### src/rtl/tdpt_pkg.sv
// Package for the trial-division prime test unit.
// Holds the sequencer step codes, jump conditions, control word and microcode ROM.
// No dependencies.
`default_nettype none

package tdpt_pkg;

   localparam int STEP_BITS = 3;
   localparam int FIRST_DIVISOR = 2;

   typedef logic [STEP_BITS-1:0] step_type;

   localparam step_type STEP_IDLE  = 3'd0;
   localparam step_type STEP_SMALL = 3'd1;
   localparam step_type STEP_BOUND = 3'd2;
   localparam step_type STEP_DIVI  = 3'd3;
   localparam step_type STEP_DIVS  = 3'd4;
   localparam step_type STEP_REMC  = 3'd5;
   localparam step_type STEP_LOOP  = 3'd6;
   localparam step_type STEP_EMIT  = 3'd7;

   typedef enum logic [2:0] {
      COND_NEVER,
      COND_ALWAYS,
      COND_NO_REQ,
      COND_SMALL,
      COND_SQ_GT_V,
      COND_DIV_BUSY,
      COND_REM_ZERO,
      COND_OUT_BUSY
   } cond_type;

   // taken: pc <= target, else pc <= pc + 1
   typedef struct packed {
      cond_type cond;
      step_type target;
      logic     act_load;
      logic     act_mark;
      logic     act_div_init;
      logic     act_div_step;
      logic     act_next_div;
      logic     act_emit;
   } ctrl_type;

   function automatic ctrl_type ucode_rom(input step_type pc);
      ctrl_type cw;
      cw = '{cond: COND_NEVER, target: STEP_IDLE, default: 1'b0};
      case (pc)
         STEP_IDLE: begin
            cw.cond = COND_NO_REQ;  cw.target = STEP_IDLE;  cw.act_load = 1'b1;
         end
         STEP_SMALL: begin
            cw.cond = COND_SMALL;   cw.target = STEP_EMIT;
         end
         STEP_BOUND: begin
            cw.cond = COND_SQ_GT_V; cw.target = STEP_EMIT;  cw.act_mark = 1'b1;
         end
         STEP_DIVI: begin
            cw.cond = COND_NEVER;   cw.target = STEP_IDLE;  cw.act_div_init = 1'b1;
         end
         STEP_DIVS: begin
            cw.cond = COND_DIV_BUSY; cw.target = STEP_DIVS; cw.act_div_step = 1'b1;
         end
         STEP_REMC: begin
            cw.cond = COND_REM_ZERO; cw.target = STEP_EMIT; cw.act_next_div = 1'b1;
         end
         STEP_LOOP: begin
            cw.cond = COND_ALWAYS;  cw.target = STEP_BOUND;
         end
         STEP_EMIT: begin
            cw.cond = COND_OUT_BUSY; cw.target = STEP_EMIT; cw.act_emit = 1'b1;
         end
         default: begin
            cw.cond = COND_ALWAYS;  cw.target = STEP_IDLE;
         end
      endcase
      return cw;
   endfunction

endpackage

`default_nettype wire

### src/rtl/trial_division_prime_test_unit.sv
// Trial-division prime test unit: microcoded sequencer over a shift-subtract divider.
// Depends on tdpt_pkg (step codes, conditions, microcode ROM).
//
// Usage: one candidate per req item, one rsp item per candidate carrying the
// candidate back and is_prime. Values 0 and 1 are not prime.
// The unit tests divisors d = 2, 3, ... while d*d <= candidate and stops at
// the first exact divisor. For each divisor the sequencer checks the bound,
// starts the remainder unit, which works out one bit per cycle, and then
// checks the remainder. One item is worked on at a time: req_stall is low
// only in the idle step.
// The result sits in an output register, so the next item is accepted while
// a result waits; a held result only blocks the unit when a second result is
// ready. rsp_stall holds rsp_valid and the payload steady.
// Reset (synchronous, active high) returns the sequencer to idle and drops
// rsp_valid; no clearing pass is needed.
`default_nettype none

module trial_division_prime_test_unit #(
   parameter int VALUE_BITS = 16
) (
   input  wire logic                  clock,
   input  wire logic                  reset,
   input  wire logic                  req_valid,
   output logic                       req_stall,
   input  wire logic [VALUE_BITS-1:0] req_candidate,
   output logic                       rsp_valid,
   input  wire logic                  rsp_stall,
   output logic [VALUE_BITS-1:0]      rsp_tested_value,
   output logic                       rsp_is_prime
);
   import tdpt_pkg::*;

   localparam int CNT_BITS = $clog2(VALUE_BITS + 1);

   step_type                pc_ff, pc_in;
   logic [VALUE_BITS-1:0]   v_ff, v_in;
   logic [VALUE_BITS-1:0]   d_ff, d_in;
   logic [VALUE_BITS:0]     sq_ff, sq_in;
   logic [VALUE_BITS-1:0]   rem_ff, rem_in;
   logic [VALUE_BITS-1:0]   q_ff, q_in;
   logic [CNT_BITS-1:0]     cnt_ff, cnt_in;
   logic                    flag_ff, flag_in;
   logic                    rsp_valid_ff, rsp_valid_in;
   logic [VALUE_BITS-1:0]   rsp_value_ff, rsp_value_in;
   logic                    rsp_prime_ff, rsp_prime_in;

   ctrl_type                cw;
   logic                    cond_true;
   logic [VALUE_BITS:0]     rem_sh;
   logic [VALUE_BITS:0]     d_ext;
   logic [VALUE_BITS:0]     rem_sub;

   assign cw = ucode_rom(pc_ff);

   always_comb begin
      case (cw.cond)
         COND_NEVER:    cond_true = 1'b0;
         COND_ALWAYS:   cond_true = 1'b1;
         COND_NO_REQ:   cond_true = !req_valid;
         COND_SMALL:    cond_true = (v_ff[VALUE_BITS-1:1] == '0);
         COND_SQ_GT_V:  cond_true = (sq_ff > {1'b0, v_ff});
         COND_DIV_BUSY: cond_true = (cnt_ff != CNT_BITS'(1));
         COND_REM_ZERO: cond_true = (rem_ff == '0);
         COND_OUT_BUSY: cond_true = rsp_valid_ff && rsp_stall;
         default:       cond_true = 1'b1;
      endcase
   end

   assign rem_sh  = {rem_ff, q_ff[VALUE_BITS-1]};
   assign d_ext   = {1'b0, d_ff};
   assign rem_sub = rem_sh - d_ext;

   always_comb begin
      pc_in        = cond_true ? cw.target : step_type'(pc_ff + 1'b1);
      v_in         = v_ff;
      d_in         = d_ff;
      sq_in        = sq_ff;
      rem_in       = rem_ff;
      q_in         = q_ff;
      cnt_in       = cnt_ff;
      flag_in      = flag_ff;
      rsp_valid_in = rsp_valid_ff && rsp_stall;
      rsp_value_in = rsp_value_ff;
      rsp_prime_in = rsp_prime_ff;

      if (cw.act_load && req_valid) begin
         v_in    = req_candidate;
         d_in    = VALUE_BITS'(FIRST_DIVISOR);
         sq_in   = (VALUE_BITS + 1)'(FIRST_DIVISOR * FIRST_DIVISOR);
         flag_in = 1'b0;
      end
      if (cw.act_mark && cond_true) begin
         flag_in = 1'b1;
      end
      if (cw.act_div_init) begin
         rem_in = '0;
         q_in   = v_ff;
         cnt_in = CNT_BITS'(VALUE_BITS);
      end
      if (cw.act_div_step) begin
         rem_in = (rem_sh >= d_ext) ? rem_sub[VALUE_BITS-1:0] : rem_sh[VALUE_BITS-1:0];
         q_in   = {q_ff[VALUE_BITS-2:0], 1'b0};
         cnt_in = cnt_ff - 1'b1;
      end
      if (cw.act_next_div) begin
         d_in  = d_ff + 1'b1;
         sq_in = sq_ff + {d_ff, 1'b1};
      end
      if (cw.act_emit && !cond_true) begin
         rsp_valid_in = 1'b1;
         rsp_value_in = v_ff;
         rsp_prime_in = flag_ff;
      end
   end

   always_ff @(posedge clock) begin
      v_ff         <= v_in;
      d_ff         <= d_in;
      sq_ff        <= sq_in;
      rem_ff       <= rem_in;
      q_ff         <= q_in;
      cnt_ff       <= cnt_in;
      flag_ff      <= flag_in;
      rsp_value_ff <= rsp_value_in;
      rsp_prime_ff <= rsp_prime_in;
      if (reset) begin
         pc_ff        <= STEP_IDLE;
         rsp_valid_ff <= 1'b0;
      end else begin
         pc_ff        <= pc_in;
         rsp_valid_ff <= rsp_valid_in;
      end
   end

   assign req_stall        = (pc_ff != STEP_IDLE);
   assign rsp_valid        = rsp_valid_ff;
   assign rsp_tested_value = rsp_value_ff;
   assign rsp_is_prime     = rsp_prime_ff;

   a_prime_ge_two: assert property (@(posedge clock) disable iff (reset)
      rsp_valid && rsp_is_prime |-> rsp_tested_value > VALUE_BITS'(1))
      else $error("prime flag on value below two");

   a_accept_then_busy: assert property (@(posedge clock) disable iff (reset)
      req_valid && !req_stall |=> req_stall)
      else $error("second item accepted while busy");

   a_rem_below_div: assert property (@(posedge clock) disable iff (reset)
      pc_ff == STEP_DIVS |-> rem_ff < d_ff && cnt_ff != '0)
      else $error("remainder unit out of range");

   a_divisor_min: assert property (@(posedge clock) disable iff (reset)
      pc_ff == STEP_REMC |-> d_ff >= VALUE_BITS'(FIRST_DIVISOR))
      else $error("divisor below two");

endmodule

`default_nettype wire
### config.mk
export PLATFORM = sky130hd
export DESIGN_NAME = trial_division_prime_test_unit
export DESIGN_NICKNAME = d
export VERILOG_FILES = /design/src/rtl/tdpt_pkg.sv /design/src/rtl/trial_division_prime_test_unit.sv
export SDC_FILE = /design/constraint.sdc
export NUM_CORES = 1
export LEC_CHECK = 0
export ABC_AREA = 1
export BUFFER_PORTS_ARGS = -buffer_cell sky130_fd_sc_hd__buf_2
export CAP_MARGIN = 30
export CORE_MARGIN = 4
export CORE_UTILIZATION = 25
export DETAILED_ROUTE_END_ITERATION = 12
export GPL_ROUTABILITY_DRIVEN = 1
export GPL_TIMING_DRIVEN = 1
export SYNTH_ARGS = -nofsm -noshare
export SYNTH_HDL_FRONTEND = slang
export SYNTH_SLANG_ARGS = --single-unit
### constraint.sdc
create_clock -name clock -period 3.13 [get_ports clock]
set_clock_uncertainty 0.1 [all_clocks]
set_input_delay 0.4695 -clock clock [delete_from_list [all_inputs] [get_ports clock]]
set_output_delay 0.4695 -clock clock [all_outputs]
set_load 0.02 [all_outputs]
==> run metrics <==
Die ar. 29500 sq um; initial antenna violation count 0; total grt overflow 0; worst path arrival time 2640 ps; Async SR Flop Fraction 0%; IO Pins 39; Req. time, crit path 3100 ps; Starting DRT DRC Count 368; Clock Power Share 18.9%; nets 901; achievable clock frequency 0.374 GHz; Max-cap violations 0; clock sink total 108; Yosys reg bits 108; synth top area cells edfxtp_1, ha_1, nand2_1; leading cell types in the layout, fill and taps excluded nand2_1, inv_1, edfxtp_1; RSZ-0062 raised after global routing no; die height 172 microns; worst hold stages 1; Reg power frac 36.6%; Slew Limit Headroom 65.0%; final setup violation count 0; Initial Util 25.5%; routed wl met3 354 microns; Site Rows 59; Final ANT Viol Nets 0; CTS tree built; Yosys top cell area share 45.8%; DRC Markers 0; Post-Synthesis Net Count 850; Die X 172 microns; layout cells sized above 1 10.1%; CTS Hold Bufs 0; Bufs on Longest Clock Path 2; syn avg cell area 8.67 sq um; synth unique cells 39; Hold Startpoint req_candidate[13]; Period minus WS final 2680 ps; post-synthesis cell count 772; fillers 2677; Sw Pwr 2.64 mW; HP Class in -> reg; LEAKAGE 3.37 nW; Via density 4.49; Crit. Startpoint pc_ff[1]; Int Pwr 3.56 mW; pwr dens 809 nW/um^2; clock buffer count from CTS 9; cts repair resizes 0; highest routed layer met4; area delta synth->final 14.6%; Post-CTS Repair Setup Buffers 0; Main synth FF type edfxtp_1; Ant. Diodes 0; Worst R2R Setup Slack 450 ps; Skew-Pair Late Insertion Delay 360 ps; port bufs 38; slew of the pin with the lowest slew margin 520 ps; Logic pwr share 44.5%; Fin. Hold Viols 0; global-route wire length before repair 25.2 mm; Tcrit/Tclk final 85.5%; peak supply drop 0.260 mV; crit path kind reg -> reg; synthesis warning total 0; Mapped Area 6690 sq um; Critical R2R Capture rsp_tested_value[9]; via count 5227; status finished, final reports clean; kind of end point of the critical path flop; Pre-antenna DRT Iters 5; routability congestion estimate 0.890; register area share after synthesis 47.6%; DRT Wirelength 15.3 mm; Worst setup SP type flop; number of synthesized flops with an enable pin 102; post-DP HPWL 11.4 mm; final setup TNS 0 ps; met2 WL 7.34 mm; worst hold path endpoint v_ff[13]; Final Util 29.3%; Max Slew Vio Count 0; Sw Ratio 42.6%; Root Driver clkbuf_16; GRT Total Usage 10.6%; most common cell after layout, fill and taps aside nand2_1; clock-pin slew on the worst setup and hold paths 80 ps; r2r startpoint pc_ff[1]; core area 26200 sq um; dominant cell type by area after synthesis edfxtp_1; # H-tree levels 3; met1 WL 7.34 mm; WL/cell 13.1 microns; Max Fanout on Critical Path 13; reg2reg path depth 15; pin count of the biggest net entering global routing 34; number of global-route vias before repair 5062
registers in the layout, indices dropped and copies added (netlist names):
| register | count |
|---|---|
| rsp_tested_value | 16 |
| pc_ff | 3 |
| rsp_is_prime | 1 |
| rsp_valid | 1 |
| q_ff | 16 |
| rem_ff | 16 |
| v_ff | 16 |
| flag_ff | 1 |
| cnt_ff | 5 |
| sq_ff | 17 |
| d_ff | 16 |
power by group through the flow:
stage / clock, mW / combinational [mW] / sequential (mW)
final: 1.17 / 2.76 / 2.27
after global routing: 1.27 / 3.17 / 2.31
after CTS: 1.19 / 2.76 / 2.28
after detailed placement: 0 / 2.74 / 2.31
after global placement: 0 / 2.73 / 2.30
after floorplan: 0 / 2.08 / 2.23
worst max-delay path, cell delays in order, from the launching register on:
cell and delay (ps):
dfxtp_1 390, ha_1 210, ha_1 270, inv_1 80, nand2_2 90, inv_1 60
nand2_1 90, nor2_1 60, nor2_1 140, nand2_1 90, nor2_1 90, nand2_1 90
nand2_2 120, nand2_2 70, inv_1 170, buf_4 260
cells by family (layout without fill, tap and decap cells):
| logic type | Yosys count | in the layout | synth area share, % |
|---|---|---|---|
| AOI/OAI and AO/OA | 134 | 134 | 11.4 |
| xor gates and xnor gates | 16 | 16 | 2.09 |
| adders and majority gates | 58 | 58 | 11.1 |
| and+or+nand+nor | 326 | 326 | 20.5 |
| buffers and inverters | 130 | 186 | 7.36 |
| DFF | 108 | 108 | 47.6 |
how the worst max path moves through the flow:
| stage | to | slack, ps | cells past startpoint |
|---|---|---|---|
| after floorplan | d_ff[0] | 230 | 6 |
| after global placement | rem_ff[12] | 520 | 14 |
| after detailed placement | rsp_tested_value[12] | 470 | 15 |
| after CTS | rsp_tested_value[9] | 450 | 15 |
| after global routing | rsp_tested_value[9] | 200 | 15 |
| final | rsp_tested_value[9] | 450 | 15 |
synth_stat cells, types with 3 or more instances:
| cell | count |
|---|---|
| edfxtp_1 | 102 |
| o21a_1 | 5 |
| a21oi_1 | 69 |
| nor4_1 | 3 |
| buf_1 | 3 |
| o21ai_0 | 25 |
| xnor2_1 | 11 |
| inv_1 | 113 |
| ha_1 | 56 |
| inv_2 | 4 |
| nand2_2 | 6 |
| nand2_1 | 159 |
| nand3_1 | 49 |
| nor2_1 | 78 |
| o31ai_1 | 16 |
| dfxtp_1 | 6 |
| a21o_1 | 6 |
| nor3_1 | 15 |
| o21ai_1 | 3 |
| nand4_1 | 10 |
| clkbuf_1 | 5 |
| buf_2 | 3 |
| xor2_1 | 5 |
layer usage:
layer | vias to the layer above | track usage [%]
li1 | 2724 | -
met4 | 0 | 3.38
met1 | 2435 | 14.0
met2 | 57 | 18.0
met3 | 11 | 1.68
met5 | - | 0
per-stage QoR:
step                      hold WS, ps  power [mW]  std cells  setup WS [ps]  area (sq um)
final                             176        6.21       1163            454          7670
after global routing              158        6.75       1163            199          7670
after CTS                         164        6.23       1163            453          7670
after detailed placement          340        5.05       1147            467          7370
after global placement            337        5.03       1147            523          7370
after floorplan                   309        4.31        772            226          6690
cell type report:
type                            count  area, sq um  share of cell area, %
Clock buffer                        9          225                   2.94
Inverter                          119          448                   5.84
Multi-Input combinational cell    534         3020                   39.3
Clock inverter                      7         77.6                   1.01
Sequential cell                   108         3180                   41.5
Tap cell                          335          419                   5.46
Timing Repair Buffer               51          300                   3.91
Note: power is estimated with default switching activity, not from simulation.
